`config.mk`:
```
export PLATFORM = sky130hd
export DESIGN_NAME = wnc_ram
export DESIGN_NICKNAME = d
export VERILOG_FILES = /design/src/rtl/wnc_ram.sv
export SDC_FILE = /design/constraint.sdc
export NUM_CORES = 1
export LEC_CHECK = 0
export ABC_AREA = 1
export BUFFER_PORTS_ARGS = -buffer_cell sky130_fd_sc_hd__buf_2
export CORE_UTILIZATION = 55
export CTS_CLUSTER_DIAMETER = 50
export DETAILED_ROUTE_END_ITERATION = 12
export GPL_ROUTABILITY_DRIVEN = 0
export PLACE_DENSITY = 0.75
export SYNTH_ARGS = -nofsm -noshare
export SYNTH_HDL_FRONTEND = slang
export SYNTH_SLANG_ARGS = --single-unit
```
`constraint.sdc`:
```
create_clock -name clk -period 1 [get_ports clk]
set_input_delay 0.05 -clock clk [delete_from_list [all_inputs] [get_ports clk]]
set_output_delay 0.05 -clock clk [all_outputs]
set_load 0.05 [all_outputs]
```
`src/rtl/wnc_ram.sv`:
```
`timescale 1ns / 1ps
// Generic single-write, single-read RAM with a registered read port.
module wnc_ram #(
  parameter int WIDTH = 8,
  parameter int DEPTH = 16
) (
  input  logic                     clk,
  input  logic                     we,
  input  logic [$clog2(DEPTH)-1:0] wr_addr,
  input  logic [WIDTH-1:0]         wr_data,
  input  logic                     re,
  input  logic [$clog2(DEPTH)-1:0] rd_addr,
  output logic [WIDTH-1:0]         rd_data
);

  logic [WIDTH-1:0] mem [DEPTH];

  always_ff @(posedge clk) begin
    if (we) begin
      mem[wr_addr] <= wr_data;
    end
    if (re) begin
      rd_data <= mem[rd_addr];
    end
  end

endmodule

```
Yosys cells after proc, flatten, opt, wreduce, memory -nomap -nowiden
Memories as Yosys holds them, arrays and structs flattened. A register that Yosys moved wholly into a read port is not among the register bits.
Index checks and enable logic that the tools add are counted.

word-level totals
  flip-flop bits (word level) = 0
  memories = 1
  output and inout port bits = 8
  memory bits (writable) = 128

memories
  name  words  width  read ports  clocked after memory_dff  write ports  RTL line  RTL
  mem   16     8      1           1                         1            16        logic [WIDTH-1:0] mem [DEPTH];

operators by class
  multiplexer cells = 2

operators by type and width
  kind               number
  1-bit two-way mux  2

Longest topological paths before layout
  depth after elaboration = 2
  mapped depth = 8
  gate-level depth less buffers = 7

Least setup slack after synthesis
No wires, ideal clock.

  kind = input port to flip-flop
  start = input port wr_addr[3]
  end = memory mem[4][0], enable pin
  path buffers = 0
  cell stages on the path = 2
  data arrival time = 631 ps
  setup time = 370 ps
  setup slack = -1 ps
  path through = nand3b_1 -> nor2_1

RTL lines
  what                RTL line  RTL
  start: declaration  9         input logic [$clog2(DEPTH)-1:0] wr_addr,
  end: declaration    16

No word-level cell before the write port.

Worst setup path in the final report
  start = register rd_data[7] (read register of mem)
  end = output port rd_data[7]

RTL lines
  what                RTL line  RTL
  start: declaration  13        output logic [WIDTH-1:0] rd_data

No word-level cell between the ends.

==> reports/qor.yml <==
run_status:
  outcome: "finished with violations"
  violations: "negative setup slack"
finish:
  diodes: 0
  area_growth_pct: 24.37
  seq_area_um2: 4084
  drive_gt1_share_pct: 23.20
  fill_cells: 719
  fin_util_pct: 70.44
  multiInputGateArea_um2: 1484
  final_common_cell: "nand2_1"
  mostFrequentLayoutCells: "nand2_1 (167), edfxtp_1 (136), inv_1 (99), nand3_2 (51), nand3_1 (46)"
  stdcell_count: 761
  fin_nets: 633
critical_path:
  crit_type: "flop to output port"
  path_cells: "buf_6"
  arrival_ns: 1.16
  timing.critical_path.buf_inv: 1
  crit_family: "flip-flops"
  path_max_fanout: 1
  worstPathRequired_ns: 0.95
  reg2reg_depth: 6
  crit_path_start_kind: "flop"
  cp_num_cells: 1
  cpPeakStageDelay_ns: 0.44
  cp_slowest_cell: "edfxtp_1"
  end_kind: "output port"
clock_tree:
  cts_buffers: 17
  ctsHtreeMaxLevel: 4
  cts.clk_slew.worst_paths_ns: 0.06
  cts.sinks: 136
  cts_tree: "built"
  worstSkewPairLatency_ns: 0.53
  cts_buffer_depth: 2
  cts_root_buffer: "clkbuf_8"
detailed_routing:
  drt_pre_antenna_iters: 5
  wirelength_um: 13130
  avgViaCountPerCell: 5.269
  drcViolationCount: 0
  drt_iter0_markers: 319
  routedWlPerCell_um: 17.25
  postRouteAntennaNets: 0
  num_vias: 4010
die:
  die_w_um: 105.1
  die_h_um: 105.1
  rows: 37
  die_area_um2: 11050
  start_util_pct: 56.64
  core-area_um2: 10320
  pin_count: 27
min_path:
  hold_path_class: "input pin to flop"
  holdPathStages: 5
synth:
  synth-seq-cells: 136
  ys_seq_area_share_pct: 69.85
  yosys_warnings: 0
  syn_nets: 570
  yosys.cell_types.count: 11
  synth.avg_cell_area_um2: 10.61
  netlist_instances: 551
  syn_area_um2: 5847
grt:
  grt_pass1_vias: 3873
  grt_max_degree: 34
  antenna_found_initial: 0
  grt-ovfl-total: 0
  grt_pass1_wl_um: 20440
  grt_usage_pct: 25.72
timing:
  finalSetupViolCount: 16
  finalCriticalPeriod_ns: 1.214
  finalHoldViolations: 0
  setup_ws_ns: -0.2144
  holdWs_ns: 0.1147
  rsz0062_at_grt: "true"
  max_freq_ghz: 0.8235
  slew-limit-headroom_pct: 74.36
  slew_violations: 0
  tightestPinTransition_ns: 0.3842
  clock_skew_ns: 0.005859
  finalCritPeriodShare_pct: 121.4
place:
  dp_hpwl_um: 7974
  portBuffers: 26
  placed_cells: 721
power:
  powerDensity_nw_per_um2: 1853
  vdd_drop_max_uv: 1031
  power_leakage_nw: 3.155
job:
  maxCapViolations: 0
==> through the flow <==
stage | TNS, ns | total power, mW | cell area [um2] | worst slack, ns
2_1_floorplan | -0.05405 | 7.117 | 5847 | -0.0008445
3_3_place_gp | -2.498 | 7.466 | 6296 | -0.2156
3_5_place_dp | -4.000 | 7.491 | 6296 | -0.2544
4_1_cts | -1.825 | 13.48 | 7154 | -0.2163
5_1_grt | -2.342 | 13.87 | 7272 | -0.2363
6_report | -1.762 | 13.47 | 7272 | -0.2144
==> power by group <==
part / leakage (nW) / internal, mW / switching (mW) / total [mW]
Combinational: 1.65 / 0.371 / 0.712 / 1.08
Sequential: 1.24 / 6.43 / 0.0428 / 6.47
Clock: 0.270 / 3.74 / 2.18 / 5.92
Total: 3.16 / 10.5 / 2.94 / 13.5
==> area by class of cell <==
cell class | count | share of cell area (%)
clock buffers | 20 | 5.850
clock inverters | 10 | 1.789
inverters | 102 | 5.265
multi-input cells | 289 | 20.41
flip-flops and latches | 136 | 56.16
well taps | 136 | 2.340
repair buffers | 68 | 8.190
==> routing by layer <==
metal	vias up	wire length, um	GRT usage (%)
li1	1909	-	-
met1	1913	5082	34.21
met2	169	6731	41.77
met3	19	1086	5.427
met4	0	227	9.859
met5	-	0	0
==> path summary, 6_finish.rpt <==
path	end	start	slack (ns)
max	rd_data[7]	rd_data[7]	-0.21
min	rd_data[7]	rd_addr[2]	0.11
max reg2reg	rd_data[6]	mem[0][6]	-0.13
min reg2reg	rd_data[2]	mem[6][2]	0.75
==> cell families after synthesis <==
kind of cell,after synthesis,synth area share [%]
AND/OR/NAND/NOR,289,20.76
flip-flops,136,69.85
buffers and inverters,126,9.394
==> registers in the layout, indices dropped and copies added (netlist names) <==
signal   count
mem        128
rd_data      8
==> synthesized netlist by cell type, drive strengths merged <==
cell type | count | area, um2
nand2 | 173 | 649.4
nor2 | 17 | 63.81
buf | 24 | 166.4
nand3b | 2 | 15.01
nand3 | 97 | 485.5
inv | 102 | 382.9
edfxtp | 136 | 4084
==> repair_timing <==
item | CTS | global route
gates resized for setup | 47 | 27
pin swaps | 26 | 19
hold buffers | 10 | 0
setup buffers | 0 | 0
setup endpoints to repair | 16 | 16
hold endpoints to repair | 144 | 0
(Power assumes the default switching activity.)
