## config.mk

```make
export PLATFORM = sky130hd
export DESIGN_NAME = wnc_bump
export DESIGN_NICKNAME = d
export VERILOG_FILES = /design/src/rtl/wnc_pkg.sv /design/src/rtl/wnc_bump.sv
export SDC_FILE = /design/constraint.sdc
export NUM_CORES = 1
export LEC_CHECK = 0
export BUFFER_PORTS_ARGS = -buffer_cell sky130_fd_sc_hd__buf_2
export CAP_MARGIN = 20
export CORE_ASPECT_RATIO = 0.5
export CORE_MARGIN = 4
export CORE_UTILIZATION = 52
export DETAILED_ROUTE_END_ITERATION = 10
export PLACE_DENSITY = 0.95
export SYNTH_ARGS = -nofsm -noshare
export SYNTH_HDL_FRONTEND = slang
export SYNTH_SLANG_ARGS = --single-unit
```

## constraint.sdc

```tcl
create_clock -name vclk -period 6.15
set_input_delay 1.23 -clock vclk [all_inputs]
set_output_delay 1.23 -clock vclk [all_outputs]
set_load 0.05 [all_outputs]
```

## src/rtl/wnc_pkg.sv

```systemverilog
`timescale 1ns / 1ps
// Shared types, codes and constants of the weighted n-gram counter.
package wnc_pkg;

  localparam int LETTER_W    = 5;
  localparam int OP_W        = 2;
  localparam int WEIGHT_W    = 16;
  localparam int CFG_INDEX_W = 2;

  localparam int DEF_ALPHABET_SIZE = 26;
  localparam int DEF_COUNT_WIDTH   = 31;

  localparam logic [WEIGHT_W-1:0] PAIR_WEIGHT_RESET   = 16'd1;
  localparam logic [WEIGHT_W-1:0] TRIPLE_WEIGHT_RESET = 16'd10;
  localparam logic [WEIGHT_W-1:0] QUAD_WEIGHT_RESET   = 16'd100;

  localparam logic [1:0] FILL_FULL = 2'd3;

  typedef enum logic [OP_W-1:0] {
    OP_FEED  = 2'd0,
    OP_READ  = 2'd1,
    OP_CLEAR = 2'd2
  } op_t;

  typedef enum logic [CFG_INDEX_W-1:0] {
    REG_PAIR_WEIGHT   = 2'd0,
    REG_TRIPLE_WEIGHT = 2'd1,
    REG_QUAD_WEIGHT   = 2'd2
  } cfg_reg_t;

  typedef enum logic [1:0] {
    ST_SWEEP,
    ST_IDLE,
    ST_LOOKUP,
    ST_UPDATE
  } state_t;

  typedef struct packed {
    logic pair;
    logic triple;
    logic quad;
  } gram_sel_t;

endpackage

```

## src/rtl/wnc_bump.sv

```systemverilog
`timescale 1ns / 1ps
// Saturating weighted increment of one counter.
module wnc_bump import wnc_pkg::*; #(
  parameter int COUNT_WIDTH = DEF_COUNT_WIDTH
) (
  input  logic [COUNT_WIDTH-1:0] count,
  input  logic [WEIGHT_W-1:0]    weight,
  output logic [COUNT_WIDTH-1:0] count_next,
  output logic                   at_max
);

  localparam int SUM_W = ((COUNT_WIDTH > WEIGHT_W) ? COUNT_WIDTH : WEIGHT_W) + 1;
  localparam logic [SUM_W-1:0] COUNT_MAX = SUM_W'({COUNT_WIDTH{1'b1}});

  logic [SUM_W-1:0] sum;

  always_comb begin
    sum        = SUM_W'(count) + SUM_W'(weight);
    at_max     = sum >= COUNT_MAX;
    count_next = at_max ? {COUNT_WIDTH{1'b1}} : sum[COUNT_WIDTH-1:0];
  end

endmodule

```

After elaboration in Yosys (flattened, before gate mapping)
Index checks and enable logic that the tools add are counted.
- add/sub/neg operators: 1
- $lt $le $gt $ge: 1
- multiplexer cells: 1
- operators by type and width (cell ; number):
    adder 31 x 16 -> 32 bit ; 1
    greater-or-equal comparator 32 x 31 -> 1 bit, second input constant ; 1
    2-to-1 mux 31 bit ; 1
- register bits after elaboration: 0
- logic and storage cells: 3

Logic depth before layout (Yosys ltp)
Gate-level depths: netlist of run 1.
- word-level depth: 3
- gate-level depth with buffers: 11
- gate-level depth less buffers: 11

Least setup slack after synthesis of run 1
OpenSTA, ideal clock, no wires.
- kind: input port to output port
- start point: input count[0]
- end point: output at_max
- arrival: 4221 ps
- slack: 699 ps
- cell stages on the path: 10
- buffers on the path: 0
- path through: ha_1 -> fa_1 -> a211oi_1 -> o31ai_2 -> a31oi_1 -> xor2_1 -> or4_1 -> nor4b_1 -> nand4_1 -> o31ai_2
- word-level cells in the longest chain between the ends: 2
- RTL lines (what ; RTL line ; RTL):
    start: declaration ; wnc_bump.sv:6 ; input logic [COUNT_WIDTH-1:0] count,
    adder 31 x 16 -> 32 bit ; wnc_bump.sv:18 ; sum = SUM_W'(count) + SUM_W'(weight);
    greater-or-equal comparator 32 x 31 -> 1 bit ; wnc_bump.sv:19 ; at_max = sum >= COUNT_MAX;
    end: declaration ; wnc_bump.sv:9 ; output logic at_max
No other way between the ends.

Final worst setup path of run 1
Same ends and word-level chain as after synthesis.

==> reports/metrics.csv, run 1 <==
stage,metric,value,unit
layout,fillers,240,
place,port_buffers,79,
route,drc_errors,0,
timing,worst_slew_pin_slew,0.623,ns
timing,hold_viol,0,
die,initial_core_util,0.552,
timing,fin_crit_sh,0.905,
die,rows,13,
timing,rsz0062_at_grt,false,
logic_synthesis,yosys_warnings,0,
worst_setup_path,critPathKind,in2out,
layout,ff_latch_area,0,um2
worst_setup_path,worstSetupStartpointType,input port,
logic_synthesis,synth_cell_types,49,
place,dp_hpwl,4060,um
worst_setup_path,worstSetupEndpoint,at_max,
layout,drive_gt1_frac,0.322,
worst_setup_path,crit_arrival,4.34,ns
timing,slew_headroom,0.580,
route,first_pass_iters,5,
status,outcome,completed,
worst_setup_path,cp-end-kind,output pin,
die,die_h,45.3,um
route,wl,4710,um
logic_synthesis,avgSynthCellArea,6.75,um2
worst_setup_path,cp-startpoint,count[0],
layout,antenna_cells,0,
layout,layout_common_cells,"buf_2 (79), nand2_1 (40), a21oi_1 (16), ha_1 (16), xnor2_1 (14)",
power,power_density,156,nW/um2
logic_synthesis,synth_top_area_share,0.139,
layout,syn_to_final_growth,29.8,%
worst_setup_path,cp_max_fo,5,
timing,holdWs,2.89,ns
route,ant_nets,0,
clocking,cts_setup_buffers,0,
grt,grt.overflow.total,0,
worst_setup_path,path_cells,buf_2 -> ha_1 -> fa_1 -> a211oi_1 -> o31ai_2 -> a31oi_1 -> xor2_1 -> or4_1 -> nor4b_1 -> nand4_1 -> o31ai_2 -> buf_2,
worst_setup_path,slowest_delay,0.54,ns
die,fp.dieArea,3740,um2
layout,layout_commonest_cell,buf_2,
hold_path,hp-class,in2out,
timing,setup_tns,0,ns
power,leakage,0.000904,uW
worst_setup_path,slowest_stage,or4_1,
logic_synthesis,synth_nets,278,
logic_synthesis,postSynthCellCount,214,
place,post-place-ws,0.628,ns
route,viasPerCell,5.95,
place,gp_congestion,0.916,
grt,antenna_found_initial,0,
route,drtIter0Drc,128,
power,vdd_drop_max,143,uV
timing,fin_ws,0.584,ns
die,die_x,82.6,um
grt,grt_usage,0.249,
layout,seq_cell_count,0,
route,avgRoutedWirePerCell,14.4,um
clocking,post_cts_resized,0,
clocking,hold_buffers,0,
worst_setup_path,cp.required,4.92,ns
timing,fmax,180,MHz
grt,grt_pass1_wl,7450,um
layout,final_nets,355,
grt,grt_max_degree,16,
route,via_count,1941,
logic_synthesis,yosysSeqAreaShare,0,
die,design.core.area,2620,um2
grt,grt_pass1_vias,1720,
layout,nClkBuffers,0,
timing,slew_viol_final,0,
timing,fin_crit,5.57,ns
logic_synthesis,synthTopCellsByArea,"ha_1 (14%), nand2_1 (10%), xnor2_1 (8.5%)",
logic_synthesis,synth.cell_area,1450,um2
logic_synthesis,synth_largest_area_cell,ha_1,
flow_run,cap_viol_max_count,0,
timing,setup_viol,0,
die,io_pins,79,
[metrics by stage]
step / instances / utilization / instance area [um2] / total power, uW
floorplan: 214 / - / 1450 / 218
global placement: 326 / 0.716 / 1880 / 284
detailed placement: 326 / 0.716 / 1880 / 288
CTS: 326 / 0.716 / 1880 / 290
global route: 326 / 0.716 / 1880 / 311
finish: 326 / 0.716 / 1880 / 292
[metal layers]
| metal | GRT usage | wire length [um] | up-vias |
|---|---|---|---|
| met5 | 0 | 0 | - |
| met4 | 0.00651 | 0 | 0 |
| met3 | 0.00996 | 409 | 0 |
| met2 | 0.449 | 2160 | 76 |
| met1 | 0.350 | 2140 | 901 |
| li1 | - | - | 964 |
[power by group]
| group | leakage (uW) | switching, uW | internal (uW) |
|---|---|---|---|
| clock | 0 | 0 | 0 |
| sequential | 0 | 0 | 0 |
| combinational | 0.000904 | 205 | 86.4 |
| total | 0.000904 | 205 | 86.4 |
[kinds of logic (layout without fill, tap and decap cells)]
kind of cell | count (synthesis) | after routing | share of synthesized area
adder cells (fa/ha/maj) | 17 | 17 | 0.152
AND/OR/NAND/NOR | 98 | 98 | 0.332
buffers and inverters | 10 | 85 | 0.0286
multiplexers | 2 | 2 | 0.0139
XOR/XNOR | 23 | 23 | 0.139
AO/OA/AOI/OAI | 64 | 64 | 0.334
[worst max-delay path: cells and delay by family]
family | cells | cell delay (ns)
adder cells (fa/ha/maj) | 2 | 0.64
XOR/XNOR | 1 | 0.11
AND/OR/NAND/NOR | 3 | 0.98
buffers and inverters | 2 | 0.39
AO/OA/AOI/OAI | 4 | 0.99
[synthesized netlist by cell type (3+ instances only)]
cell and count:
a21o_1 5, a211oi_1 4, and3_1 3, a31o_2 5
xnor2_1 14, clkbuf_1 3, nor2_1 11, xor2_1 9
a31oi_1 4, inv_1 4, nand3_1 12, nor3_1 7
and2_1 5, ha_1 16, a21oi_1 16, nand4_1 7
o21a_1 3, o21ai_0 8, nand2_1 40
[how the worst min path moves through the flow]
stage | start | to | slack [ns] | depth (start not counted)
final | count[30] | count_next[30] | 2.89 | 4
after global routing | count[30] | count_next[30] | 2.92 | 4
after CTS | count[30] | count_next[30] | 2.90 | 4
after detailed placement | count[30] | count_next[30] | 2.89 | 4
after global placement | count[30] | count_next[30] | 2.88 | 4
after floorplan | count[28] | at_max | 2.82 | 4
[area by class of cell]
class / instances / area [um2] / share of cell area
multi-input cells: 204 / 1400 / 0.749
repair buffers: 81 / 410 / 0.219
well taps: 37 / 46.3 / 0.0247
inverters: 4 / 15.0 / 0.00801
Note: power is estimated with default switching activity, not from simulation.
==> inputs of run 2 (changes only) <==
--- a/config.mk
+++ b/config.mk
@@ -5,13 +5,14 @@
 export SDC_FILE = /design/constraint.sdc
 export NUM_CORES = 1
 export LEC_CHECK = 0
+export ABC_AREA = 1
 export BUFFER_PORTS_ARGS = -buffer_cell sky130_fd_sc_hd__buf_2
 export CAP_MARGIN = 20
 export CORE_ASPECT_RATIO = 0.5
 export CORE_MARGIN = 4
-export CORE_UTILIZATION = 52
+export CORE_UTILIZATION = 55
 export DETAILED_ROUTE_END_ITERATION = 10
-export PLACE_DENSITY = 0.95
+export PLACE_DENSITY = 0.9
 export SYNTH_ARGS = -nofsm -noshare
 export SYNTH_HDL_FRONTEND = slang
 export SYNTH_SLANG_ARGS = --single-unit
==> constraint.sdc (replaced) <==
create_clock -name vclk -period 5.5
set_input_delay 1.1 -clock vclk [all_inputs]
set_output_delay 1.1 -clock vclk [all_outputs]
set_load 0.05 [all_outputs]
==> run 2 against run 1 <==
Worst setup slack worse by 0.032 ns. Core utilization is 4.7 points lower. Clock-buffer cell count stayed put. Combinational power is 26% higher. Routed wire length is 56% higher.
==> reports/metrics.csv, run 2 <==
stage,metric,value,unit,change
place,port_buffers,79,,unchanged
layout,drive_gt1_frac,0.242,,was 0.322
power,intPower,106,uW,was 86.4 uW
route,drtIter0Drc,281,,was 128
layout,fillers,443,,was 240
layout,layout_common_cells,"nand2_1 (199), inv_1 (86), buf_2 (79)",,"was buf_2 (79), nand2_1 (40), a21oi_1 (16), ha_1 (16), xnor2_1 (14)"
route,drc_errors,0,,unchanged
layout,seq_cell_count,0,,unchanged
layout,syn_to_final_growth,17.2,%,was 29.8%
power,vdd_drop_max,74.0,uV,was 143 uV
timing,rsz0062_at_grt,false,,unchanged
power,swShare,0.714,,was 0.704
layout,layout_commonest_cell,nand2_1,,was buf_2
timing,slew_viol_final,0,,unchanged
worst_setup_path,cp-end-kind,output pin,,unchanged
grt,grt_pass1_wl,12200,um,was 7450 um
die,rows,17,,was 13
logic_synthesis,yosysSeqAreaShare,0,,unchanged
logic_synthesis,yosys_warnings,0,,unchanged
die,io_pins,79,,unchanged
logic_synthesis,synth_top_family_by_area,simple AND/OR/NAND/NOR gates,,was compound AO/OA/AOI/OAI gates
logic_synthesis,postSynthCellCount,508,,was 214
die,initial_core_util,0.571,,was 0.552
timing,fin_ws,0.552,ns,was 0.584 ns
layout,antenna_cells,0,,unchanged
route,wl,7320,um,was 4710 um
hold_path,hp-class,in2out,,unchanged
worst_setup_path,cp_max_fo,28,,was 5
power,clockPowerShare,0,,about the same
logic_synthesis,synth.cell_area,2530,um2,was 1450 um2
power,p_sw,264,uW,was 205 uW
timing,worst_slew_pin_slew,0.877,ns,was 0.623 ns
worst_setup_path,crit_arrival,3.85,ns,was 4.34 ns
logic_synthesis,synth_common_cells,"nand2_1 (199), inv_1 (86), nor2_1 (52), nand3_1 (47), nand3_2 (30)",,"was nand2_1 (40), a21oi_1 (16), ha_1 (16), xnor2_1 (14), nand3_1 (12)"
grt,grt_usage,0.242,,was 0.249
logic_synthesis,synth_xor_area_frac,0.00347,,was 0.139
route,first_pass_iters,6,,was 5
worst_setup_path,critPathKind,in2out,,unchanged
grt,grt_pass1_vias,2818,,was 1720
die,fp.dieArea,5810,um2,was 3740 um2
worst_setup_path,worstSetupStartpointType,input port,,unchanged
die,die_x,104,um,was 82.6 um
route,avgRoutedWirePerCell,11.5,um,was 14.4 um
logic_synthesis,synth_cell_types,28,,was 49
grt,antenna_found_initial,0,,unchanged
route,ant_nets,0,,unchanged
timing,setup_viol,0,,unchanged
logic_synthesis,synth_largest_area_cell,nand2_1,,was ha_1
route,via_count,3323,,was 1941
power,power_density,125,nW/um2,was 156 nW/um2
clocking,hold_buffers,0,,unchanged
place,gp_congestion,0.932,,was 0.916
power,power,369,uW,was 292 uW
logic_synthesis,synth_compound_area_frac,0.0312,,was 0.334
die,die_h,55.9,um,was 45.3 um
layout,nClkBuffers,0,,unchanged
power,leakage,0.00195,uW,was 0.000904 uW
logic_synthesis,synth_top_area_share,0.296,,was 0.139
logic_synthesis,avgSynthCellArea,4.97,um2,was 6.75 um2
layout,ff_latch_area,0,um2,unchanged
power,combPwrFrac,1.000,,about the same
logic_synthesis,synthAdderAreaFrac,0.0872,,was 0.152
logic_synthesis,synth-simple-area-share,0.725,,was 0.332
layout,finalNonFillerCells,639,,was 326
logic_synthesis,synthTopCellsByArea,"nand2_1 (30%), inv_1 (13%), nand3_2 (12%)",,"was ha_1 (14%), nand2_1 (10%), xnor2_1 (8.5%)"
timing,fin_crit,4.95,ns,
logic_synthesis,synthMuxAreaShare,0,,was 0.0139
layout,multi_input_area,2140,um2,was 1400 um2
die,design.core.area,4420,um2,was 2620 um2
flow_run,cap_viol_max_count,0,,unchanged
timing,fin_crit_sh,0.900,,
timing,fmax,202,MHz,
route,viasPerCell,5.20,,was 5.95
worst_setup_path,cp.required,4.40,ns,was 4.92 ns
layout,final_nets,648,,was 355
power,power_frac_seq,0,,about the same
grt,grt_max_degree,32,,was 16
grt,grt.overflow.total,0,,unchanged
logic_synthesis,synth_nets,572,,was 278
place,dp_hpwl,6460,um,was 4060 um
timing,setup_tns,0,ns,unchanged
logic_synthesis,yosysMostFrequentCell,nand2_1,,unchanged
timing,slew_headroom,0.414,,was 0.580
place,placedCellCount,639,,was 326
clocking,post_cts_resized,0,,unchanged
place,post-place-ws,0.598,ns,was 0.628 ns
clocking,cts_setup_buffers,0,,unchanged
timing,hold_viol,0,,unchanged
layout,final_util,0.669,,was 0.716
status,outcome,completed,,unchanged
-- run 2: cell count changes after synthesis, moves of 15 or more --
cell	change
nand3_1	+35
nand2_1	+159
nand2_2	+15
nor2_1	+41
nand3_2	+29
inv_1	+82
-- run 2: path summary, 6_finish.rpt --
check | from | endpoint | slack, ns | cells past startpoint
worst max-delay path | count[0] | count_next[12] | 0.55 | 20
worst min-delay path | count[29] | at_max | 2.66 | 4
-- run 2: power by group through the flow --
stage	registers [uW]	clock network (uW)	logic, uW
finish	0	0	369
global route	0	0	406
CTS	0	0	367
detailed placement	0	0	366
global placement	0	0	362
floorplan	0	0	281
-- run 2: logic make-up after synthesis --
| logic type | after synthesis |
|---|---|
| adders and majority gates | 17 |
| and+or+nand+nor | 380 |
| xor gates and xnor gates | 1 |
| buffers and inverters | 97 |
| AOI/OAI and AO/OA | 13 |
-- run 2: layout make-up --
class | count | share of cell area
well taps | 57 | 0.0241
repair buffers | 80 | 0.136
multi-input cells | 411 | 0.724
inverters | 91 | 0.115
-- run 2: per-stage QoR --
step	hold WS (ns)	instance area (um2)
global placement	2.66	2960
finish	2.66	2960
CTS	2.66	2960
floorplan	2.54	2530
global route	2.70	2960
detailed placement	2.65	2960
-- run 2: metal layers --
metal	share of wire	wire, um	GRT usage
met4	0.0075	55	0.0265
met1	0.47	3450	0.359
met3	0.095	699	0.0220
met5	0	0	0
met2	0.43	3120	0.389
-- run 2: critical path: stages --
cell and delay (ns):
buf_2 0.10, ha_1 0.23, fa_1 0.44, nand2_1 0.12
nand2_2 0.09, nand3_1 0.09, nand2_1 0.08, nand2_1 0.12
nand2_2 0.10, nand2_1 0.10, nand2_1 0.06, nand2_1 0.05
nand2_1 0.11, nor2_1 0.13, nand2_1 0.07, nor2_2 0.09
nand2_2 0.09, buf_4 0.28, nand3_2 0.11, buf_2 0.29
==> inputs of run 3 (changes only) <==
--- a/config.mk
+++ b/config.mk
@@ -13,6 +13,7 @@
 export CORE_UTILIZATION = 55
 export DETAILED_ROUTE_END_ITERATION = 10
 export PLACE_DENSITY = 0.9
+export REMOVE_ABC_BUFFERS = 1
 export SYNTH_ARGS = -nofsm -noshare
 export SYNTH_HDL_FRONTEND = slang
 export SYNTH_SLANG_ARGS = --single-unit
==> run 3 against run 2 <==
Non-clock buffer count is the same. Final area unchanged. Flip-flop and latch count is the same. Worst setup slack got worse by 0.061 ns. Routed wire length up 4.3%. Global-route usage rose by 1.5 points. Via count shrank 0.72%. Largest cell class unchanged.
==> reports/metrics.csv, run 3 (same netlist as run 2, synthesis figures left out) <==
stage,metric,value,unit,change
place,port_buffers,79,,unchanged
grt,antenna_found_initial,0,,unchanged
die,initial_core_util,0.571,,unchanged
place,post-place-ws,0.580,ns,was 0.598 ns
route,drc_errors,0,,unchanged
layout,syn_to_final_growth,17.2,%,unchanged
worst_setup_path,crit_arrival,3.91,ns,was 3.85 ns
die,io_pins,79,,unchanged
clocking,hold_buffers,0,,unchanged
die,die_x,104,um,unchanged
power,power_density,126,nW/um2,was 125 nW/um2
hold_path,hp-class,in2out,,unchanged
timing,fin_crit_sh,0.911,,was 0.900
layout,seq_cell_count,0,,unchanged
grt,grt_pass1_vias,2957,,was 2818
die,die_h,55.9,um,unchanged
layout,final_nets,648,,unchanged
die,design.core.area,4420,um2,unchanged
timing,setup_viol,0,,unchanged
grt,grt_max_degree,32,,unchanged
clocking,post_cts_resized,0,,unchanged
die,rows,17,,unchanged
timing,fin_ws,0.492,ns,was 0.552 ns
route,wl,7630,um,was 7320 um
route,first_pass_iters,7,,was 6
worst_setup_path,crit_cells,18,,was 20
power,vdd_drop_max,89.2,uV,was 74.0 uV
worst_setup_path,critPathKind,in2out,,unchanged
worst_setup_path,slowest_delay,0.44,ns,about the same
flow_run,cap_viol_max_count,0,,unchanged
route,via_count,3299,,was 3323
grt,grt_pass1_wl,12900,um,was 12200 um
status,outcome,completed,,unchanged
worst_setup_path,cp-end-kind,output pin,,unchanged
grt,grt.overflow.total,0,,unchanged
worst_setup_path,path_cells,buf_2 -> ha_1 -> fa_1 -> nand2_1 -> nand2_2 -> nand3_1 -> nand2_1 -> nand2_1 -> nand2_1 -> nor2_1 -> nand3_1 -> nor2_1 -> nand3_1 -> nor2_1 -> nand2_2 -> buf_4 -> nand3_2 -> buf_2,,was buf_2 -> ha_1 -> fa_1 -> nand2_1 -> nand2_2 -> nand3_1 -> nand2_1 -> nand2_1 -> nand2_2 -> nand2_1 -> nand2_1 -> nand2_1 -> nand2_1 -> nor2_1 -> nand2_1 -> nor2_2 -> nand2_2 -> buf_4 -> nand3_2 -> buf_2
layout,nClkBuffers,0,,unchanged
worst_setup_path,cp_max_fo,26,,was 28
layout,ff_latch_area,0,um2,unchanged
worst_setup_path,slowest_stage,fa_1,,unchanged
timing,rsz0062_at_grt,false,,unchanged
layout,drive_gt1_frac,0.242,,unchanged
worst_setup_path,worstSetupEndpoint,count_next[3],,was count_next[12]
timing,slew_viol_final,0,,unchanged
place,gp_congestion,0.924,,was 0.932
route,ant_nets,0,,unchanged
timing,worst_slew_pin_slew,0.875,ns,was 0.877 ns
route,drtIter0Drc,248,,was 281
worst_setup_path,critPathBufInv,3,,unchanged
worst_setup_path,worstSetupStartpointType,input port,,unchanged
route,avgRoutedWirePerCell,11.9,um,was 11.5 um
place,dp_hpwl,6720,um,was 6460 um
power,leakage,0.00195,uW,unchanged
timing,setup_tns,0,ns,unchanged
timing,hold_viol,0,,unchanged
timing,fmax,200,MHz,was 202 MHz
worst_setup_path,cp-startpoint,count[0],,unchanged
layout,layout_common_cells,"nand2_1 (199), inv_1 (86), buf_2 (79)",,unchanged
worst_setup_path,cp.required,4.40,ns,about the same
worst_setup_path,cp_common_cell,nand2_1,,unchanged
layout,antenna_cells,0,,unchanged
die,fp.dieArea,5810,um2,unchanged
timing,slew_headroom,0.416,,was 0.414
hold_path,holdPathStages,4,,unchanged
route,viasPerCell,5.16,,was 5.20
clocking,cts_setup_buffers,0,,unchanged
power,power,374,uW,was 369 uW
timing,fin_crit,5.01,ns,was 4.95 ns
layout,layout_commonest_cell,nand2_1,,unchanged
grt,grt_usage,0.256,,was 0.242
worst_setup_path,cpLargestDelayFamily,simple AND/OR/NAND/NOR gates,,unchanged
run 3: cell counts in the layout (fill, tap and decap cells not counted):
No cell type changed its count.
run 3: worst min path at each step:
stage / startpoint / slack [ns] / end
floorplan: count[27] / 2.54 / count_next[27]
CTS: count[29] / 2.67 / at_max
global route: count[29] / 2.71 / at_max
global placement: count[29] / 2.66 / at_max
detailed placement: count[29] / 2.67 / at_max
finish: count[29] / 2.68 / at_max
run 3: cell type report:
type | instances | area, um2
multi-input combinational | 411 | 2140
fill | 468 | 1460
timing repair buffer | 80 | 403
inverter | 91 | 342
tap | 57 | 71.3
run 3: tightest hold or removal path: cells and delay by family:
| kind | cells | cell delay [ns] |
|---|---|---|
| buf+inv | 2 | 0.33 |
| simple gates | 2 | 0.15 |
run 3: stage by stage:
step / utilization / cells / area (um2) / hold WS (ns)
6_report: 0.669 / 639 / 2960 / 2.68
5_1_grt: 0.669 / 639 / 2960 / 2.71
4_1_cts: 0.669 / 639 / 2960 / 2.67
3_5_place_dp: 0.669 / 639 / 2960 / 2.67
3_3_place_gp: 0.669 / 639 / 2960 / 2.66
2_1_floorplan: - / 502 / 2480 / 2.54
run 3: per-layer routing:
layer,wire length (um),vias up,share of wire,global-route usage
met4,0,0,0,0.0152
met1,3640,1437,0.48,0.362
met5,0,-,0,0
met2,3380,130,0.44,0.447
met3,612,0,0.080,0.0197
li1,-,1732,-,-
run 3: report_power, final:
part	internal (uW)	leakage, uW	switching, uW
combinational	105	0.00195	268
sequential	0	0	0
clock	0	0	0
