[config.mk]
export PLATFORM = sky130hd
export DESIGN_NAME = wnc_index
export DESIGN_NICKNAME = d
export VERILOG_FILES = /design/src/rtl/wnc_pkg.sv /design/src/rtl/wnc_index.sv
export SDC_FILE = /design/constraint.sdc
export NUM_CORES = 1
export LEC_CHECK = 0
export BUFFER_PORTS_ARGS = -buffer_cell sky130_fd_sc_hd__buf_2
export CELL_PAD_IN_SITES_DETAIL_PLACEMENT = 1
export CELL_PAD_IN_SITES_GLOBAL_PLACEMENT = 1
export CORE_MARGIN = 5
export CORE_UTILIZATION = 40
export DETAILED_ROUTE_END_ITERATION = 10
export MAX_ROUTING_LAYER = met4
export PLACE_DENSITY_LB_ADDON = 0.3
export REMOVE_ABC_BUFFERS = 1
export SETUP_SLACK_MARGIN = 0.5
export SLEW_MARGIN = 25
export SYNTH_ARGS = -nofsm -noshare
export SYNTH_HDL_FRONTEND = slang
export SYNTH_SLANG_ARGS = --single-unit
[constraint.sdc]
create_clock -name clk -period 10.7 [get_ports clk]
set_input_delay 2.14 -clock clk [delete_from_list [all_inputs] [get_ports clk]]
set_output_delay 2.14 -clock clk [all_outputs]
set_load 0.005 [all_outputs]
[src/rtl/wnc_pkg.sv]
`timescale 1ns / 1ps
// Shared types, codes and constants of the weighted n-gram counter.
package wnc_pkg;

  localparam int LETTER_W    = 5;
  localparam int OP_W        = 2;
  localparam int WEIGHT_W    = 16;
  localparam int CFG_INDEX_W = 2;

  localparam int DEF_ALPHABET_SIZE = 26;
  localparam int DEF_COUNT_WIDTH   = 31;

  localparam logic [WEIGHT_W-1:0] PAIR_WEIGHT_RESET   = 16'd1;
  localparam logic [WEIGHT_W-1:0] TRIPLE_WEIGHT_RESET = 16'd10;
  localparam logic [WEIGHT_W-1:0] QUAD_WEIGHT_RESET   = 16'd100;

  localparam logic [1:0] FILL_FULL = 2'd3;

  typedef enum logic [OP_W-1:0] {
    OP_FEED  = 2'd0,
    OP_READ  = 2'd1,
    OP_CLEAR = 2'd2
  } op_t;

  typedef enum logic [CFG_INDEX_W-1:0] {
    REG_PAIR_WEIGHT   = 2'd0,
    REG_TRIPLE_WEIGHT = 2'd1,
    REG_QUAD_WEIGHT   = 2'd2
  } cfg_reg_t;

  typedef enum logic [1:0] {
    ST_SWEEP,
    ST_IDLE,
    ST_LOOKUP,
    ST_UPDATE
  } state_t;

  typedef struct packed {
    logic pair;
    logic triple;
    logic quad;
  } gram_sel_t;

endpackage

[src/rtl/wnc_index.sv]
`timescale 1ns / 1ps
// Word history and table address generation for feed and read requests.
module wnc_index import wnc_pkg::*; #(
  parameter int ALPHABET_SIZE = DEF_ALPHABET_SIZE,
  parameter int PAIR_AW       = 10,
  parameter int TRIPLE_AW     = 15,
  parameter int QUAD_AW       = 19
) (
  input  logic                 clk,
  input  logic                 rst,
  input  logic                 advance,
  input  op_t                  op,
  input  logic [LETTER_W-1:0]  letter,
  input  logic                 word_start,
  input  logic [LETTER_W-1:0]  first,
  input  logic [LETTER_W-1:0]  second,
  input  logic [LETTER_W-1:0]  third,
  input  logic [LETTER_W-1:0]  fourth,
  output logic [PAIR_AW-1:0]   pair_addr,
  output logic [TRIPLE_AW-1:0] triple_addr,
  output logic [QUAD_AW-1:0]   quad_addr,
  output gram_sel_t            sel
);

  localparam int MW = QUAD_AW;
  localparam logic [MW-1:0] A1 = MW'(ALPHABET_SIZE);
  localparam logic [MW-1:0] A2 = MW'(ALPHABET_SIZE * ALPHABET_SIZE);
  localparam logic [MW-1:0] A3 = MW'(ALPHABET_SIZE * ALPHABET_SIZE * ALPHABET_SIZE);
  localparam logic [LETTER_W:0] LIMIT = (LETTER_W + 1)'(ALPHABET_SIZE);

  logic [1:0]           fill;
  logic [LETTER_W-1:0]  last_letter;
  logic [PAIR_AW-1:0]   triple_prefix;
  logic [TRIPLE_AW-1:0] quad_prefix;

  logic [1:0]    fill_eff;
  logic          letter_ok;
  logic          first_ok;
  logic          second_ok;
  logic          third_ok;
  logic          fourth_ok;
  logic [MW-1:0] feed_pair;
  logic [MW-1:0] feed_triple;
  logic [MW-1:0] feed_quad;
  logic [MW-1:0] read_pair;
  logic [MW-1:0] read_triple;
  logic [MW-1:0] read_quad;

  always_comb begin
    fill_eff  = word_start ? 2'd0 : fill;
    letter_ok = {1'b0, letter} < LIMIT;
    first_ok  = {1'b0, first} < LIMIT;
    second_ok = {1'b0, second} < LIMIT;
    third_ok  = {1'b0, third} < LIMIT;
    fourth_ok = {1'b0, fourth} < LIMIT;

    feed_pair   = MW'(last_letter) * A1 + MW'(letter);
    feed_triple = MW'(triple_prefix) * A1 + MW'(letter);
    feed_quad   = MW'(quad_prefix) * A1 + MW'(letter);

    read_pair   = MW'(first) * A1 + MW'(second);
    read_triple = MW'(first) * A2 + MW'(second) * A1 + MW'(third);
    read_quad   = MW'(first) * A3 + MW'(second) * A2 + MW'(third) * A1 + MW'(fourth);

    pair_addr   = feed_pair[PAIR_AW-1:0];
    triple_addr = feed_triple[TRIPLE_AW-1:0];
    quad_addr   = feed_quad[QUAD_AW-1:0];
    sel         = '0;
    case (op)
      OP_FEED: begin
        sel.pair   = letter_ok && (fill_eff != 2'd0);
        sel.triple = letter_ok && (fill_eff inside {2'd2, FILL_FULL});
        sel.quad   = letter_ok && (fill_eff == FILL_FULL);
      end
      OP_READ: begin
        pair_addr   = read_pair[PAIR_AW-1:0];
        triple_addr = read_triple[TRIPLE_AW-1:0];
        quad_addr   = read_quad[QUAD_AW-1:0];
        sel.pair    = first_ok && second_ok;
        sel.triple  = first_ok && second_ok && third_ok;
        sel.quad    = first_ok && second_ok && third_ok && fourth_ok;
      end
      default: begin
        sel = '0;
      end
    endcase
  end

  always_ff @(posedge clk) begin
    if (rst) begin
      fill <= 2'd0;
    end else if (advance && op == OP_FEED && letter_ok) begin
      fill <= (fill_eff == FILL_FULL) ? FILL_FULL : fill_eff + 2'd1;
    end
  end

  always_ff @(posedge clk) begin
    if (advance && op == OP_FEED && letter_ok) begin
      last_letter   <= letter;
      triple_prefix <= feed_pair[PAIR_AW-1:0];
      quad_prefix   <= feed_triple[TRIPLE_AW-1:0];
    end
  end

endmodule

Yosys cells after proc, flatten, opt, wreduce, memory -nomap -nowiden
Cells that the tools add are included.
{ "totals": {"inputBits": 31, "reg_bits": 32, "out_inout_bits": 47, "word_cells": 48} }
{ "classes": {"multipliers": 9, "n_eq_ne": 3, "add_sub_neg": 10, "reduce_logical": 11, "n_mux": 6, "order_cmp": 5} }
{ "op_table": {"columns": ["op", "n"], "rows": [
  ["$add A19 B5 Y19", 2],
  ["$mul A5 B4 Y9 const B", 4],
  ["$add A15 B5 Y15", 2],
  ["$mul A5 B8 Y13 const B", 2],
  ["$lt A5 B5 Y1 const B", 5],
  ["$add A10 B5 Y10", 2],
  ["$add A19 B10 Y19", 1],
  ["$add A19 B15 Y19", 1],
  ["$mux W19", 1],
  ["$mul A15 B4 Y18 const B", 1],
  ["$mul A5 B12 Y16 const B", 1],
  ["$add A15 B10 Y15", 1],
  ["$mux W15", 1],
  ["$mul A10 B4 Y14 const B", 1],
  ["$mux W10", 1],
  ["$logic_and A1 B1 Y1", 8],
  ["$pmux W3 S2", 1],
  ["$eq A2 B2 Y1 const B", 2],
  ["$mux W2", 2],
  ["$reduce_bool A2 Y1", 2],
  ["$add A2 B1 Y2 const B", 1],
  ["$eq A2 B1 Y1 const B", 1],
  ["$logic_not A2 Y1", 1]
]} }

Depth between registers and ports, before layout
Gate-level depths: netlist (run 1).
{ "logic_depth": {"word_depth": 5, "depth_mapped": 21, "mapped_depth_nobuf": 21} }

Least setup slack after synthesis (run 1)
Ideal clock, no wire load.
{ "synth_path": {"kind": "input to output", "startpoint": "input third[1]", "endpoint": "output quad_addr[18]", "t_required_ns": 8.560, "path_buffers": 0, "t_arrival_ns": 6.226, "setup_slack_ns": 2.334, "cell_stages": 20, "cell_sequence": "inv_1 ha_1 fa_1 ha_1 a21o_1 a21oi_1 o21bai_1 a21oi_1 xnor2_1 fa_1 ha_1 ha_1 o21a_1 nor2_1 o31a_1 o21ai_1 o21ai_1 a21oi_1 xnor2_1 mux2_4"} }
{ "synth_between": {"elab_chain_len": 4} }
{ "synth_rtl": {"columns": ["item", "line", "text"], "rows": [
  ["from (decl)", "wnc_index.sv:17", "input logic [LETTER_W-1:0] third,"],
  ["$mul A5 B4 Y9", "wnc_index.sv:63", "read_quad = MW'(first) * A3 + MW'(second) * A2 + MW'(third) * A1 + MW'(fourth);"],
  ["$add A19 B10 Y19", "wnc_index.sv:63", null],
  ["$add A19 B5 Y19", "wnc_index.sv:63", null],
  ["$mux W19", "wnc_index.sv:69", "case (op)"],
  ["to (decl)", "wnc_index.sv:21", "output logic [QUAD_AW-1:0] quad_addr,"]
]} }
Every way passes these cells.

Final worst setup path (run 1)
Ends and elaborated chain as after synthesis.

==> impl.org, run 1 <==
** Setup path
- Max FO, Critical Path :: 5
- WS Path Type :: primary input to output port
- The most critical setup path has its startpoint at third[1].
- The worst setup path is captured at an output port.
- STA puts the critical path data required time at between 8000 and 9000 ps.
- STA classifies the critical path startpoint as a primary input.
- Reg-to-reg critical path startpoint :: triple_prefix[1]
- Data arrival, critical path :: roughly 7000 ps

** Yosys
- For this run, the number of Yosys warnings is 0.
- Seq/Total Area, Yosys :: 9.70%
- Library cell occupying the most area in the post-synthesis netlist :: sky130_fd_sc_hd__ha_1
- Combined area of all synthesized cells :: ~8800 um2
- Portion of synthesized cell area occupied by the leading cell type :: between 20 and 30%
- Yosys mapped the design onto 71 distinct sky130hd cell types.
- Main area contributors after synthesis :: sky130_fd_sc_hd__ha_1 (30%), sky130_fd_sc_hd__fa_1 (12%), sky130_fd_sc_hd__edfxtp_1 (9.2%)
- Register bit total from synthesis :: 29
- Most common cell in the netlist :: sky130_fd_sc_hd__ha_1
- Mean area per synthesized cell :: around 8.4 um2
- Instance count of the mapped netlist :: around 1000
- Most frequently used flop master after synthesis :: sky130_fd_sc_hd__edfxtp_1
- Counting flops with a built-in enable in the synthesized netlist gives 27.
- Async S/R FF share, synth :: 0%
- Commonest cells post-synth :: sky130_fd_sc_hd__ha_1 (209), sky130_fd_sc_hd__inv_1 (194), sky130_fd_sc_hd__xnor2_1 (77)

** STA
- Based on the critical path, the design can be clocked at up to around 110 MHz.
- Fin Clk Skew :: ~7.4 ps
- Final Hold Vio Count :: 0
- Post-Route Setup TNS :: 0 ps
- Setup repair after global routing left no endpoint under its margin.
- Pins Over Slew Limit :: 0
- Min Hold Slack :: between 500 and 600 ps
- The final critical path takes up a little over four fifths of the cycle.
- Transition time at the pin with the least slew margin :: roughly 550 ps
- Final-report setup violation count :: 0
- Worst max-slew margin expressed relative to the limit :: 63.2%
- Min Clock Period, post-route :: roughly 9100 ps
- Setup slack of the critical path after layout :: 1610 ps

** Place
- Buffers placed on the I/O ports in this run total between 70 and 80.
- Gpl congestion :: 0.854
- At the placement stage, the worst setup path has a slack of 1640 ps.
- HPWL after detailed placement :: 20.3 mm

** Clocking
- No sink is reached through more buffers than the 2 on the longest clock path.
- Gates resized during post-CTS repair numbered 0.
- Post-CTS Hold Fix Bufs :: 0
- After clock tree synthesis, the clock-pin slew on the worst setup and hold paths is about 60 ps.
- CTS placed an instance of sky130_fd_sc_hd__clkbuf_16 at the clock tree root.
- Clock latency on the worst-skew pair :: 280 ps
- Number of setup buffers added after CTS :: 0
- Number of buffers created by CTS :: 5
- The H-tree was split into 2 levels.
- Count of clock tree sinks :: 29
- TritonCTS built the clock tree.

** Floorplanning
- Overall die area :: approximately 25000 um2
- Number of placement rows :: between 50 and 60
- For this design the top-level I/O count stands at between 70 and 80.
- Placeable core region :: roughly 22000 um2
- In this run the vertical extent of the chip is 158 um.
- Width of the die :: ~160 um
- Once the floorplan was initialized, standard cells occupied about two fifths of the core.

** Global route
- Global routing finished with a remaining overflow of 0.
- Entering global routing, the biggest net connects 44 pins.
- The first global-routing pass estimated 38.7 mm of wire.
- Antenna violations before repair :: 0
- Global routing used around 20% of the available tracks across all layers.
- Number of global-route vias before repair :: 7904

** Flow run
- Count of max-cap constraint violations :: 0

** Layout
- Fraction of final layout cells with drive strength greater than 1 :: 10.3%
- The number of antenna diodes in the final layout is 0.
- Relative area change from synthesis to final layout :: 10.3%
- Final Net Count :: around 1400

** Power
- In this run the static leakage power is around 5 nW.
- Worst voltage drop across the vdd grid :: a little over 0.1 mV
- P per Cell Area :: ~180 nW/um2

** Routing
- Dividing the detail-routed wire length by the instance count gives approximately 16 um.
- The routed design has approximately 23 mm of wire.
- The detailed router placed 7241 vias in this run.
- DR vias/cell :: between 5 and 6
- In the routed design, unresolved DRC markers number 0.
- Antenna Violating Nets Remaining :: 0
- For this run, the detailed router's first-pass iteration total came to 4.
- Detailed router's first-iteration violation count :: 175

** Hold path
- Worst Min Path Start :: fill[0]
- The worst hold path belongs to the class register to register.

** Status
- The run finished with clean final reports.
==> metrics by stage <==
step / instance area, um2 / std cells / total power [mW] / util (%)
final: 9670 / 1397 / 1.77 / 44.6
after global routing: 9670 / 1397 / 1.97 / 44.6
after CTS: 9670 / 1397 / 1.79 / 44.6
after detailed placement: 9490 / 1389 / 1.61 / 43.8
after global placement: 9490 / 1389 / 1.57 / 43.8
after floorplan: 8730 / 1029 / 1.19 / -
==> cell families (layout without fill, tap and decap cells) <==
| family | after synthesis | in the layout | share of synthesized area, % |
|---|---|---|---|
| flip-flops | 29 | 29 | 9.70 |
| XOR/XNOR | 119 | 119 | 12.1 |
| adder cells (fa/ha/maj) | 260 | 260 | 41.5 |
| AND/OR/NAND/NOR | 218 | 218 | 12.0 |
| multiplexers | 5 | 5 | 0.656 |
| AO/OA/AOI/OAI | 204 | 204 | 15.3 |
| buffers and inverters | 205 | 282 | 8.78 |
==> critical path, cell delays in order <==
cell and delay, ps:
sky130_fd_sc_hd__buf_2 140, sky130_fd_sc_hd__inv_1 60, sky130_fd_sc_hd__ha_1 320, sky130_fd_sc_hd__fa_1 490, sky130_fd_sc_hd__ha_1 310, sky130_fd_sc_hd__a21o_1 160, sky130_fd_sc_hd__a21oi_1 260, sky130_fd_sc_hd__o21bai_1 90
sky130_fd_sc_hd__a21oi_1 190, sky130_fd_sc_hd__xnor2_1 180, sky130_fd_sc_hd__fa_1 460, sky130_fd_sc_hd__ha_1 300, sky130_fd_sc_hd__ha_1 350, sky130_fd_sc_hd__o21a_1 140, sky130_fd_sc_hd__nor2_1 50, sky130_fd_sc_hd__o31a_1 330
sky130_fd_sc_hd__o21ai_1 200, sky130_fd_sc_hd__o21ai_1 100, sky130_fd_sc_hd__a21oi_1 190, sky130_fd_sc_hd__xnor2_1 90, sky130_fd_sc_hd__mux2_4 270, sky130_fd_sc_hd__buf_2 120
==> routing by layer <==
layer  routed length (um)  global-route usage [%]  up-vias
met3                  461                    1.12       14
met4                  204                    2.40        0
met1                11300                    26.2     3481
met5                    0                       -        -
met2                11000                    34.0       94
li1                     -                       -     3652
==> layout by cell type, fill, tap and decap left out, drive strengths merged, types with 4 or more instances in the layout <==
master | netlist | final
a211oi | 7 | 7
a21o | 25 | 25
a21oi | 66 | 66
a31oi | 9 | 9
and2 | 4 | 4
and3 | 4 | 4
buf | 1 | 80
clkbuf | 10 | 6
edfxtp | 27 | 27
fa | 51 | 51
ha | 209 | 209
inv | 194 | 194
nand2 | 63 | 63
nand2b | 6 | 6
nand3 | 16 | 16
nand4 | 5 | 5
nor2 | 71 | 71
nor2b | 12 | 12
nor3 | 13 | 13
o211ai | 7 | 7
o21a | 12 | 12
o21ai | 40 | 40
o21bai | 9 | 9
o31ai | 6 | 6
or3 | 6 | 6
xnor2 | 79 | 79
xor2 | 40 | 40
==> flip-flops by register name, summed over array words and instances (netlist names) <==
register and flops:
fill 2, last_letter 5, quad_prefix 13, triple_prefix 9
==> report_power, final <==
part           internal (mW)  switching [mW]  total (mW)
combinational          0.618           0.831        1.45
sequential             0.141         0.00674       0.148
clock                  0.116          0.0537       0.170
==> worst paths after layout <==
kind / endpoint / slack, ps / cells past startpoint
setup / recovery: quad_addr[18] / 1610 / 22
setup reg to reg: quad_prefix[14] / 6960 / 13
hold / removal: fill[0] / 560 / 2
hold reg to reg: fill[0] / 560 / 2
==> cell type report <==
class | count | area (um2)
repair buffers | 80 | 408
flip-flops and latches | 29 | 851
multi-input cells | 806 | 7150
clock buffers | 6 | 139
fillers | 2626 | 12000
inverters | 194 | 728
clock inverters | 2 | 37.5
well taps | 280 | 350
Note: power is estimated with default switching activity, not from simulation.
==> inputs of run 2 (changes only) <==
==> constraint.sdc (replaced) <==
create_clock -name clk -period 7.5 [get_ports clk]
set_input_delay 1.5 -clock clk [delete_from_list [all_inputs] [get_ports clk]]
set_output_delay 1.5 -clock clk [all_outputs]
set_load 0.005 [all_outputs]
==> run 2 against run 1 <==
  * The run now ends with negative setup slack left
  * Critical path type unchanged
  * Largest power group unchanged
  * Sequential share of layout area fell by 0.56 points
  * Clock power rose by 12%
  * Die area did not move
  * Combinational power rose by 77%
  * Highest routed layer unchanged
  * Register-to-register slack got worse by 3300 ps
  * Final cell count is 3.0% higher
==> impl.org, run 2 (synthesized netlist as in run 1, its figures left out) <==
** Layout
- The repair_antennas step left the layout with diodes totalling 0.
- Compared with the post-synthesis result, the final layout area differs by 17.8%.
- Finished Core Util :: a little under half
- Final Net Count :: ~1400
- Fraction of final layout cells with drive strength greater than 1 :: between 10% and 20%
- Biggest regs :: quad_prefix: 13 flops, triple_prefix: 9 flops, last_letter: 5 flops
- In the layout the commonest cells are sky130_fd_sc_hd__ha_1 (194), sky130_fd_sc_hd__inv_1 (191), sky130_fd_sc_hd__xnor2_1 (73), sky130_fd_sc_hd__buf_2 (73), sky130_fd_sc_hd__nor2_1 (69).
- Leaving out filler cells and counting taps, the final layout contains between 1000 and 1500.
- The library cell used most frequently in the layout, excluding fill and tap cells, is sky130_fd_sc_hd__ha_1.
- Largest reg by FF count :: quad_prefix
- Max reg flops :: 13

** Floorplanning
- Die height :: ~160 um
- For this design the top-level I/O count stands at a little under 80.
- The die covers around 25000 um2.
- Width of the die :: about 160 um
- Placeable core region :: 21700 um2
- Starting utilization of the core area :: between 40 and 50%
- Number of placement rows :: between 50 and 60

** Clocking
- CTS built an H-tree with a depth of 2.
- After clock tree synthesis, the flow added hold-fix buffers numbering 0.
- Clock-pin slew was measured on the worst setup and hold paths at around 50 ps.
- Count of clock tree sinks :: 29
- Clock tree synthesis selected as its root buffer the cell sky130_fd_sc_hd__clkbuf_16.
- CTS tree :: built
- Maximum count of clock buffers along a single path :: 2
- Clock latency on the worst-skew pair :: approximately 280 ps
- The number of clock buffers added by TritonCTS is 5.

** Setup path
- The worst setup path is captured at an output port.
- WS Path Type :: primary input to output port
- Data arrival, critical path :: between 6000 and 7000 ps
- For flop-to-flop paths, the worst setup slack is around 3700 ps.
- Worst setup SP type :: primary input
- Of all nets on the critical path, the largest fanout is 4.
- Data on the critical path is required at its endpoint by 6000 ps.

** Routing
- Detailed router's first-iteration violation count :: around 250
- The detailed router placed 7430 vias in this run.
- Remaining DRCs :: 0
- Using the TritonRoute via totals, the vias-per-cell ratio works out to around 5.2.
- Number of detailed-routing iterations run before antenna repair :: 4
- In this run the remaining antenna-violating nets after routing total 0.
- Post-detailed-routing wire length :: between 20 and 25 mm
- In the final routed layout, each cell accounts on average for ~17 um.

** Place
- HPWL after detailed placement :: 20.7 mm
- The count of buffers added on input and output ports is 77.
- At the end of routability-driven placement, the weighted congestion stood at between 0.8 and 0.9.
- The number of placed instances, taps included, is between 1000 and 1500.
- Worst-case setup slack after placement :: -312 ps

** Global route
- Global-route wire length before repair :: approximately 40 mm
- Antenna violations before repair :: 0
- For this run, the total global-route usage over all layers was measured as around a fifth.
- For this run the aggregate overflow at the end of global routing stands at 0.
- Number of global-route vias before repair :: between 8000 and 9000
- Pin count of the biggest net entering global routing :: 44

** Flow run
- Count of max-cap constraint violations :: 0

** STA
- In the post-route analysis, the smallest setup slack over all paths is -10.4 ps.
- Setup violations remaining at the end of the flow were counted as 1.
- Min Clock Period, post-route :: 7510 ps
- On the final layout, the worst hold slack is between 500 and 600 ps.
- Pins Over Slew Limit :: 0
- At the pin with the least slew margin, the transition time is between 600 and 700 ps.
- Worst max-slew margin expressed relative to the limit :: 59.5%
- The final hold violation count is 0.
- Fin Clk Skew :: approximately 5.7 ps
- Static timing analysis puts the maximum clock frequency at 133 MHz.
- Of the available clock period, the critical path in the final layout requires 100%.
- RSZ-0062 raised after global routing :: yes

** Hold path
- Class of the most critical hold timing path :: register to register

** Power
- Dividing total power by cell area gives a power density of ~290 nW/um2.
- Leakage Power :: about 5.2 nW
- Overall power consumption after layout is estimated at 2.97 mW.
- VDD sags by at most ~0.18 mV.

** Status
- Outcome :: complete, but fails checks
- Failing checks :: negative setup slack
[run 2: metal layers]
layer	up-vias	global-route usage, %	part of all wire (%)
met2	99	35.0	49
met4	0	2.48	1.1
li1	3748	-	-
met1	3561	27.3	48
met5	-	-	0
met3	22	1.09	2.3
[run 2: worst max-delay path: stages]
cell                       delay, ps
sky130_fd_sc_hd__buf_6           100
sky130_fd_sc_hd__buf_6           110
sky130_fd_sc_hd__ha_4            150
sky130_fd_sc_hd__fa_1            480
sky130_fd_sc_hd__ha_1            330
sky130_fd_sc_hd__a21o_1          180
sky130_fd_sc_hd__a21oi_2         190
sky130_fd_sc_hd__o21bai_1         90
sky130_fd_sc_hd__a21oi_1         180
sky130_fd_sc_hd__xnor2_1         200
sky130_fd_sc_hd__fa_1            510
sky130_fd_sc_hd__ha_4            240
sky130_fd_sc_hd__ha_4            280
sky130_fd_sc_hd__o21a_1          150
sky130_fd_sc_hd__nor2_2           50
sky130_fd_sc_hd__o31a_1          340
sky130_fd_sc_hd__o21ai_2         200
sky130_fd_sc_hd__o21ai_2          80
sky130_fd_sc_hd__a21oi_2         140
sky130_fd_sc_hd__xnor2_1          90
sky130_fd_sc_hd__mux2_4          290
sky130_fd_sc_hd__buf_6           110
[run 2: final timing paths]
check                        start         endpoint  cells after the start
setup / recovery          third[1]    quad_addr[18]                     22
hold / removal             fill[0]          fill[0]                      2
setup reg to reg  triple_prefix[1]  quad_prefix[14]                     13
hold reg to reg            fill[0]          fill[0]                      2
[run 2: power by group]
group	total [mW]	switching, mW	internal [mW]	leakage, nW
registers	0.211	0.00965	0.202	0.264
clock network	0.190	0.0688	0.121	0.0706
logic	2.57	1.35	1.21	4.91
total	2.97	1.43	1.54	5.25
[run 2: metrics by stage]
step | setup TNS [ps] | area, um2
6_report | -10.4 | 10300
3_5_place_dp | -870 | 9650
3_3_place_gp | -343 | 9650
5_1_grt | -678 | 10300
2_1_floorplan | 0 | 8730
4_1_cts | 0 | 10200
[run 2: cell type report]
cell class / instances / area, um2
Fill cell: 2595 / 11400
Multi-Input combinational cell: 806 / 7490
Sequential cell: 29 / 851
Timing Repair Buffer: 122 / 767
Inverter: 194 / 733
Tap cell: 280 / 350
Clock buffer: 6 / 129
Clock inverter: 2 / 10.0
[run 2: timing repair]
action | in CTS | in global routing
cloned | 0 | 0
setup buffers | 12 | 9
setup endpoints to repair | 15 | 15
pin swaps | 38 | 31
resized for setup | 48 | 23
